`src/rtl/core/sm4_block_cipher_assert.svh`:
```
// Assertion macros shared by the cipher modules; they expect signals clk and rst in scope.
`ifndef SM4_BLOCK_CIPHER_ASSERT_SVH
`define SM4_BLOCK_CIPHER_ASSERT_SVH
`ifndef NO_ASSERTIONS
`define SM4_ASSERT_ALWAYS(label, cond, msg) \
  label: assert property (@(posedge clk) disable iff (rst) (cond)) else $error(msg);
`define SM4_ASSERT_IMPL(label, ante, cons, msg) \
  label: assert property (@(posedge clk) disable iff (rst) (ante) |-> (cons)) else $error(msg);
`else
`define SM4_ASSERT_ALWAYS(label, cond, msg)
`define SM4_ASSERT_IMPL(label, ante, cons, msg)
`endif
`endif

```
`src/rtl/core/sm4_pkg.sv`:
```
// Constants, tables and round functions of the SM4 cipher.
`default_nettype none

package sm4_pkg;

  localparam int ROUNDS_DEF = 32;

  // Configuration register indexes.
  localparam logic [1:0] REG_KEY_HIGH = 2'd0;
  localparam logic [1:0] REG_KEY_LOW  = 2'd1;

  localparam logic [31:0] FK [4] = '{
    32'hA3B1BAC6, 32'h56AA3350, 32'h677D9197, 32'hB27022DC
  };

  localparam logic [7:0] SBOX [256] = '{
    8'hD6, 8'h90, 8'hE9, 8'hFE, 8'hCC, 8'hE1, 8'h3D, 8'hB7,
    8'h16, 8'hB6, 8'h14, 8'hC2, 8'h28, 8'hFB, 8'h2C, 8'h05,
    8'h2B, 8'h67, 8'h9A, 8'h76, 8'h2A, 8'hBE, 8'h04, 8'hC3,
    8'hAA, 8'h44, 8'h13, 8'h26, 8'h49, 8'h86, 8'h06, 8'h99,
    8'h9C, 8'h42, 8'h50, 8'hF4, 8'h91, 8'hEF, 8'h98, 8'h7A,
    8'h33, 8'h54, 8'h0B, 8'h43, 8'hED, 8'hCF, 8'hAC, 8'h62,
    8'hE4, 8'hB3, 8'h1C, 8'hA9, 8'hC9, 8'h08, 8'hE8, 8'h95,
    8'h80, 8'hDF, 8'h94, 8'hFA, 8'h75, 8'h8F, 8'h3F, 8'hA6,
    8'h47, 8'h07, 8'hA7, 8'hFC, 8'hF3, 8'h73, 8'h17, 8'hBA,
    8'h83, 8'h59, 8'h3C, 8'h19, 8'hE6, 8'h85, 8'h4F, 8'hA8,
    8'h68, 8'h6B, 8'h81, 8'hB2, 8'h71, 8'h64, 8'hDA, 8'h8B,
    8'hF8, 8'hEB, 8'h0F, 8'h4B, 8'h70, 8'h56, 8'h9D, 8'h35,
    8'h1E, 8'h24, 8'h0E, 8'h5E, 8'h63, 8'h58, 8'hD1, 8'hA2,
    8'h25, 8'h22, 8'h7C, 8'h3B, 8'h01, 8'h21, 8'h78, 8'h87,
    8'hD4, 8'h00, 8'h46, 8'h57, 8'h9F, 8'hD3, 8'h27, 8'h52,
    8'h4C, 8'h36, 8'h02, 8'hE7, 8'hA0, 8'hC4, 8'hC8, 8'h9E,
    8'hEA, 8'hBF, 8'h8A, 8'hD2, 8'h40, 8'hC7, 8'h38, 8'hB5,
    8'hA3, 8'hF7, 8'hF2, 8'hCE, 8'hF9, 8'h61, 8'h15, 8'hA1,
    8'hE0, 8'hAE, 8'h5D, 8'hA4, 8'h9B, 8'h34, 8'h1A, 8'h55,
    8'hAD, 8'h93, 8'h32, 8'h30, 8'hF5, 8'h8C, 8'hB1, 8'hE3,
    8'h1D, 8'hF6, 8'hE2, 8'h2E, 8'h82, 8'h66, 8'hCA, 8'h60,
    8'hC0, 8'h29, 8'h23, 8'hAB, 8'h0D, 8'h53, 8'h4E, 8'h6F,
    8'hD5, 8'hDB, 8'h37, 8'h45, 8'hDE, 8'hFD, 8'h8E, 8'h2F,
    8'h03, 8'hFF, 8'h6A, 8'h72, 8'h6D, 8'h6C, 8'h5B, 8'h51,
    8'h8D, 8'h1B, 8'hAF, 8'h92, 8'hBB, 8'hDD, 8'hBC, 8'h7F,
    8'h11, 8'hD9, 8'h5C, 8'h41, 8'h1F, 8'h10, 8'h5A, 8'hD8,
    8'h0A, 8'hC1, 8'h31, 8'h88, 8'hA5, 8'hCD, 8'h7B, 8'hBD,
    8'h2D, 8'h74, 8'hD0, 8'h12, 8'hB8, 8'hE5, 8'hB4, 8'hB0,
    8'h89, 8'h69, 8'h97, 8'h4A, 8'h0C, 8'h96, 8'h77, 8'h7E,
    8'h65, 8'hB9, 8'hF1, 8'h09, 8'hC5, 8'h6E, 8'hC6, 8'h84,
    8'h18, 8'hF0, 8'h7D, 8'hEC, 8'h3A, 8'hDC, 8'h4D, 8'h20,
    8'h79, 8'hEE, 8'h5F, 8'h3E, 8'hD7, 8'hCB, 8'h39, 8'h48
  };

  // Byte-wise substitution of a word.
  function automatic logic [31:0] tau(input logic [31:0] x);
    return {SBOX[x[31:24]], SBOX[x[23:16]], SBOX[x[15:8]], SBOX[x[7:0]]};
  endfunction

  function automatic logic [31:0] rotl(input logic [31:0] x, input int n);
    return (x << n) | (x >> (32 - n));
  endfunction

  // Linear transform of the data path.
  function automatic logic [31:0] l_data(input logic [31:0] t);
    return t ^ rotl(t, 2) ^ rotl(t, 10) ^ rotl(t, 18) ^ rotl(t, 24);
  endfunction

  // Linear transform of the key schedule.
  function automatic logic [31:0] l_key(input logic [31:0] t);
    return t ^ rotl(t, 13) ^ rotl(t, 23);
  endfunction

  // Round constant: byte j of round i is (4i + j) * 7 modulo 256.
  function automatic logic [31:0] ck_word(input logic [7:0] i);
    logic [31:0] w;
    logic [7:0]  base;
    w = '0;
    for (int j = 0; j < 4; j++) begin
      base = {i[5:0], 2'b00} + 8'(j);
      w = {w[23:0], 8'((base << 3) - base)};
    end
    return w;
  endfunction

  // One data round on the state {X0, X1, X2, X3}, X0 in the top word.
  function automatic logic [127:0] round_f(input logic [127:0] s, input logic [31:0] rk);
    logic [31:0] t;
    t = tau(s[95:64] ^ s[63:32] ^ s[31:0] ^ rk);
    return {s[95:0], s[127:96] ^ l_data(t)};
  endfunction

endpackage

`default_nettype wire

```
`src/rtl/core/sm4_key_sched.sv`:
```
// Iterative key expansion: one round key per cycle into a register bank.
`default_nettype none

module sm4_key_sched
  import sm4_pkg::*;
#(
  parameter int ROUNDS = ROUNDS_DEF
) (
  input  wire logic        clk,
  input  wire logic        rst,
  input  wire logic        start,
  input  wire logic [63:0] key_high,
  input  wire logic [63:0] key_low,
  output logic             busy,
  output logic [31:0]      round_key [ROUNDS]
);

  localparam int CW = (ROUNDS > 1) ? $clog2(ROUNDS) : 1;
  localparam logic [CW-1:0] LAST = CW'(ROUNDS - 1);

  logic          running;
  logic [CW-1:0] cnt;
  logic [31:0]   k [4];
  logic [31:0]   nk;

  // Next key word from the current window of four.
  assign nk = k[0] ^ l_key(tau(k[1] ^ k[2] ^ k[3] ^ ck_word(8'(cnt))));

  assign busy = running | start;

  // Sequencer: a start reloads the window, then one round each cycle.
  always_ff @(posedge clk) begin
    if (rst) begin
      running <= 1'b0;
      cnt     <= '0;
    end else if (start) begin
      running <= 1'b1;
      cnt     <= '0;
    end else if (running) begin
      cnt <= cnt + 1'b1;
      if (cnt == LAST) begin
        running <= 1'b0;
      end
    end
  end

  // Key window and round key bank.
  always_ff @(posedge clk) begin
    if (start) begin
      k[0] <= key_high[63:32] ^ FK[0];
      k[1] <= key_high[31:0] ^ FK[1];
      k[2] <= key_low[63:32] ^ FK[2];
      k[3] <= key_low[31:0] ^ FK[3];
    end else if (running) begin
      k[0]           <= k[1];
      k[1]           <= k[2];
      k[2]           <= k[3];
      k[3]           <= nk;
      round_key[cnt] <= nk;
    end
  end

`include "sm4_block_cipher_assert.svh"

  `SM4_ASSERT_IMPL(a_ks_full_run, $fell(running), $past(cnt) == LAST, "key expansion ended early")

endmodule

`default_nettype wire
```
`config.mk`:
```
export PLATFORM = sky130hd
export DESIGN_NAME = sm4_key_sched
export DESIGN_NICKNAME = d
export VERILOG_FILES = /design/src/rtl/core/sm4_pkg.sv /design/src/rtl/core/sm4_key_sched.sv
export VERILOG_INCLUDE_DIRS = /design/src /design/src/rtl/core
export SDC_FILE = /design/constraint.sdc
export NUM_CORES = 2
export LEC_CHECK = 0
export ABC_AREA = 1
export BUFFER_PORTS_ARGS = -buffer_cell sky130_fd_sc_hd__buf_2
export CAP_MARGIN = 40
export CORE_AREA = 5 5 449 451
export DETAILED_ROUTE_END_ITERATION = 8
export DIE_AREA = 0 0 454 456
export GPL_ROUTABILITY_DRIVEN = 0
export PLACE_DENSITY_LB_ADDON = 0.05
export RECOVER_POWER = 50
export SYNTH_ARGS = -nofsm -noshare
export SYNTH_HDL_FRONTEND = slang
export SYNTH_SLANG_ARGS = --single-unit
```
`constraint.sdc`:
```
create_clock -name clk -period 4.25 [get_ports clk]
set_clock_uncertainty 0.15 [all_clocks]
set_input_delay 0 -clock clk [delete_from_list [all_inputs] [get_ports clk]]
set_output_delay 0 -clock clk [all_outputs]
set_load 0.02 [all_outputs]
```
## Yosys cells after proc, flatten, opt, wreduce, memory -nomap -nowiden

Memories as Yosys holds them, arrays and structs flattened.
Index checks and enable logic that the tools add are counted.

- Word-level logic and storage cells: 103
- ROM bits: 8192
- Input port bits: 131
- Bits in writable memories: 128
- Memories kept: 5
- Bits in registers: 1030
- Bits in latches: 0

- Mux-type cells: 23
- Multiply operators: 0
- Equal/unequal tests: 1
- Order comparisons: 6
- Divide/modulo/power cells: 0
- Reduce and logical (&&, ||, !) cells: 3
- Add/subtract/negate cells: 8
- Shifts and indexed selects: 0
- Bitwise logic cells: 23

Memory list:

| name | depth | bits a word | read ports | clocked after memory_dff | write ports | RTL line | text |
|---|---|---|---|---|---|---|---|
| (name not given) | 256 | 8 | 1 | 0 | 0 | sm4_pkg.sv:53 | `return {SBOX[x[31:24]], SBOX[x[23:16]], SBOX[x[15:8]], SBOX[x[7:0]]};` |
| (name not given) | 256 | 8 | 1 | 0 | 0 | sm4_pkg.sv:53 |  |
| (name not given) | 256 | 8 | 1 | 0 | 0 | sm4_pkg.sv:53 |  |
| (name not given) | 256 | 8 | 1 | 0 | 0 | sm4_pkg.sv:53 |  |
| k | 4 | 32 | 4 | 0 | 4 | sm4_key_sched.sv:23 | `logic [31:0] k [4];` |

Operators with widths:

| operator | count |
|---|---|
| bitwise mux 1024 bit | 1 |
| XOR 32 bit | 6 |
| demux 32 bit (select 5 bit) | 1 |
| 2-to-1 mux 32 bit | 5 |
| 2-to-1 mux 8 bit | 8 |
| >= comparator 9 bit, second input constant | 4 |
| NOT 8 -> 9 bit | 4 |
| OR 32 x 13 -> 32 bit | 1 |
| OR 32 x 23 -> 32 bit | 1 |
| NOT 14 bit | 2 |
| subtractor 8 bit | 3 |
| NOT 19 bit | 1 |
| NOT 17 bit | 1 |
| adder 7 x 2 -> 8 bit, second input constant | 2 |
| adder 7 x 1 -> 8 bit, second input constant | 1 |
| 2-to-1 mux 1 bit | 8 |
| subtractor 8 x 7 -> 8 bit | 1 |
| >= comparator 6 bit, second input constant | 1 |
| less-than comparator 6 x 1 -> 1 bit, second input constant | 1 |
| NOT 5 -> 6 bit | 1 |
| adder 5 x 1 -> 5 bit, second input constant | 1 |
| == test 5 bit, second input constant | 1 |
| OR 1 bit | 5 |
| AND reduction 2 bit | 1 |
| 3 further kinds | 3 |

## Logic depth before layout (Yosys ltp)

- Depth after elaboration: 12
- Mapped depth: 26
- Depth with buffers taken out: 24

## Worst setup path before layout

No wires, ideal clock.

- Path type: register to register
- Start: reg running
- End: mem k[0][0] (enable)
- Clock period less this slack: 3824 ps
- Library setup time: 487 ps
- Arrival: 3187 ps
- Cell stages (with the launch flop): 4
- Path slack: 426 ps
- Cell sequence: dfxtp_1 -> clkbuf_1 -> nor2_1 -> inv_1

RTL lines:

| item | RTL line | text |
|---|---|---|
| start, declared | sm4_key_sched.sv:21 | `logic running;` |
| start signal, assigned | sm4_key_sched.sv:34 | `running <= 1'b0;` |
| start signal, assigned | sm4_key_sched.sv:37 | `running <= 1'b1;` |
| start signal, assigned | sm4_key_sched.sv:42 | `running <= 1'b0;` |
| end, declared | sm4_key_sched.sv:23 |  |

## Worst setup path in the final report

- Start: reg cnt[0]
- End: reg round_key[51] (netlist bit), data pin

- Word-level cells in the longest chain between the ends: 12

Ends and longest elaborated chain:

| item | RTL line | text |
|---|---|---|
| start, declared | sm4_key_sched.sv:22 | `logic [CW-1:0] cnt;` |
| start signal, assigned | sm4_key_sched.sv:40 | `cnt <= cnt + 1'b1;` |
| adder 7 x 2 -> 8 bit | sm4_pkg.sv:76 | `base = {i[5:0], 2'b00} + 8'(j);` |
| subtractor 8 bit | sm4_pkg.sv:77 | `w = {w[23:0], 8'((base << 3) - base)};` |
| XOR 32 bit * | sm4_key_sched.sv:27 | `assign nk = k[0] ^ l_key(tau(k[1] ^ k[2] ^ k[3] ^ ck_word(8'(cnt))));` |
| NOT 8 -> 9 bit (implied by the code) | sm4_pkg.sv:53 |  |
| memory read (256 x 8 bit) | n/a |  |
| 2-to-1 mux 8 bit (implied by the code) (2 in a row) | sm4_pkg.sv:53 |  |
| OR 32 x 13 -> 32 bit | sm4_pkg.sv:57 | `return (x << n) \| (x >> (32 - n));` |
| XOR 32 bit | sm4_pkg.sv:67 | `return t ^ rotl(t, 13) ^ rotl(t, 23);` |
| XOR 32 bit * | sm4_pkg.sv:67 |  |
| XOR 32 bit * | sm4_key_sched.sv:27 |  |
| net nk[19] | sm4_key_sched.sv:24 | `logic [31:0] nk;` |
| bitwise mux 1024 bit * | sm4_key_sched.sv:59 | `round_key[cnt] <= nk;` |
| end signal, assigned by index | sm4_key_sched.sv:59 |  |
| end, declared | sm4_key_sched.sv:15 | `output logic [31:0] round_key [ROUNDS]` |

Mark *: on every way through the listed nets, which the timed path passes. The rest lies on a longest branch. The select of a mux whose other input is x is not followed.
A chain may end at the register's enable or synchronous reset.

==> impl_metrics.ini <==
[logic_synthesis]
synth_ff_type = edfxtp_1
synthArstFlopShare_pct = 0
synth_edf_count = 1152
netlist_instances = 5014
synth_top_family_by_area = simple AND/OR/NAND/NOR gates
netlist_area_sq_um = 53060
ys_types = 43
synth-simple-area-share_pct = 25.29
syn_area_per_cell_sq_um = 10.58
yosys_warnings = 0
synth_mux_area_share_pct = 0
synthAdderAreaFrac_pct = 1.476
ys_ff_latch = 1158
yosysSeqAreaShare_pct = 65.42
synth_nets = 5207
synth_compound_area_share_pct = 2.273
synth_xor_xnor_area_share_pct = 0.9385

[clock_network]
cts_root_buffer = clkbuf_16
path_clk_slew_ns = 0.06
clk_latency_ns = 0.81
numCtsBuffers = 136
cts_setup_buffers = 0
cts.sinks = 1158
cts_tree = done
cts-htree-levels = 4
cts_max_path_buffers = 3

[layout]
layout-drive-gt1-share_pct = 12.21
final_cell_mix = nand2_1 (1451), nand3_1 (1233), edfxtp_1 (1152), clkbuf_1 (1074), dlygate4sd3_1 (291)
syn_to_final_growth_pct = 32.38
post-route-util_pct = 35.69
final_area_sq_um = 70240
mostFrequentLayoutCell = nand2_1
nets = 6856

[setup_path]
worst-setup-path-type = reg2reg
crit_slowest_cell = nand3_1
critPathRequiredTime_ns = 4.60
start_kind = flop
cp-end-kind = flop
worstPathCellList = buf_4 -> nand2_2 -> clkinv_1 -> nor2_1 -> nand2_2 -> buf_4 -> nand3_1 -> nand2_1 -> nand2_1 -> nand3_1 -> nand3_1 -> nand3_1 -> nand3_1 -> nand2_2 -> inv_2 -> nand2_1 -> nand2_1 -> inv_1 -> nand2_1 -> and2_2 -> buf_12
critPathBufInv = 6
critical_path_arrival_ns = 4.51
path_delay_family = simple AND/OR/NAND/NOR gates
worst-path-max-fanout = 30
max_stage_delay_ns = 0.40

[placed_design]
placed_area_sq_um = 64320
io_buffer_count = 1155
dp_hpwl_um = 214600

[sta]
rsz0062_at_grt = no
fmax_mhz = 240.7
finalHoldViolations = 0
finalCritPeriodShare_pct = 97.76
tightest_slew_ns = 1.839
setup-violations-final = 0
fin_setup_tns_ns = 0
drv_slew = 524
fin_crit_ns = 4.155
slew_headroom_pct = -22.63

[global_routing]
antenna_found_initial = 16
grt_pass1_wl_um = 389000
grt_max_degree = 85
first_global_vias = 44790
grtUsageTotal_pct = 26.91
grt.overflow.total = 0

[detailed_routing]
avgViaCountPerCell = 5.029
final_antenna_net_count = 0
first_iter_violations = 5929
drc_errors = 0
wl_um = 291500
dr.pass1.iters = 7
routedWlPerCell_um = 30.94
vias = 47370

[floorplan]
core_area_sq_um = 196800
num_rows = 163
boundaryPins = 1156
dieHeight_um = 456
die_x_um = 454
start_util_pct = 26.96
fp.dieArea_sq_um = 207000

[power_and_ir_drop]
p_int_w = 0.03288
seqPwrFrac_pct = 32.0
switching_share_pct = 43.93
total_power_w = 0.05864
pwr-share-comb_pct = 47.5
clockPowerShare_pct = 20.4
p_per_area_nw_per_um2 = 834.8
leakagePower_nw = 27.17
ir_drop_mv = 0.7843
switching_power_w = 0.02576

[run]
max-cap-violations = 15

[worst_hold_path]
min_path_type = in2reg

[outcome]
violations = capacitance limit, slew limit
status = finished with violations
[routing by layer]
metal	vias to the layer above	track usage (%)	share of wire, %
li1	20810	-	-
met1	23670	32.57	39
met2	2433	47.30	50
met3	450	5.179	7.3
met4	2	9.956	4.5
met5	-	0	0.0041
[through the flow]
stage / setup slack, ns / hold slack (ns) / std cells
final: 0.09533 / 0.06599 / 9420
after global routing: 0.01218 / 0.01657 / 9416
after CTS: 0.007447 / 0.002969 / 9414
after detailed placement: -0.003189 / 0.04214 / 8874
after global placement: -0.02513 / 0.04609 / 8872
after floorplan: 0.4264 / -0.07153 / 5014
[power groups by stage]
| stage | logic, W | registers [W] | clock network, W |
|---|---|---|---|
| CTS | 0.0282 | 0.0188 | 0.0123 |
| global route | 0.0297 | 0.0188 | 0.0128 |
| global placement | 0.0279 | 0.0190 | 0 |
| floorplan | 0.0124 | 0.0192 | 0 |
| finish | 0.0279 | 0.0188 | 0.0120 |
| detailed placement | 0.0279 | 0.0190 | 0 |
[registers in the layout, summed over array words and instances, names as in the netlist]
name and cells:
k 128, running 1, round_key 1024, cnt 5
[Yosys cell counts, types with 26 or more instances]
cell,count,share of area (%)
nand2_1,1463,10
nand3_1,1238,12
edfxtp_1,1152,65
inv_1,231,1.6
nor2_1,133,0.94
buf_2,108,1.0
o21ai_0,103,0.97
a21oi_1,76,0.72
clkbuf_1,66,0.47
ha_1,61,1.4
nand2_2,46,0.54
inv_2,33,0.23
buf_6,28,0.59
buf_4,27,0.38
xnor2_1,26,0.43
[worst register-to-register path, delay by kind of cell (launching register included)]
family	cells	cell delay, ns
simple gates	15	2.39
buf+inv	6	0.89
flops	1	0.39
[logic make-up after synthesis]
kind of cell,Yosys count
simple gates,3003
flops,1158
buf+inv,513
compound gates,228
fa+ha+maj,62
xor+xnor,50
[what timing repair did]
| item | in CTS | in global routing |
|---|---|---|
| endpoints found under the hold margin | 144 | 0 |
| hold buffers | 291 | 0 |
| gates resized for setup | 1 | 12 |
| setup endpoints to repair | 26 | 324 |
[worst paths after layout]
path / to / cells after the start / slack [ns] / startpoint
worst max-delay path: round_key[51] / 21 / 0.1 / cnt[0]
worst min-delay path: k[3][21] / 4 / 0.07 / key_low[21]
worst max register to register: round_key[51] / 21 / 0.1 / cnt[0]
worst min register to register: k[1][14] / 2 / 0.43 / k[2][14]
[final cells by class]
type	count	area, sq um
Fill cell	20370	126600
Timing Repair Buffer	1755	10460
Antenna cell	6	15.01
Multi-Input combinational cell	3343	16190
Clock buffer	173	3585
Tap cell	2640	3303
Inverter	269	1021
Sequential cell	1158	34710
Clock inverter	76	954.7
(Power assumes the default switching activity.)
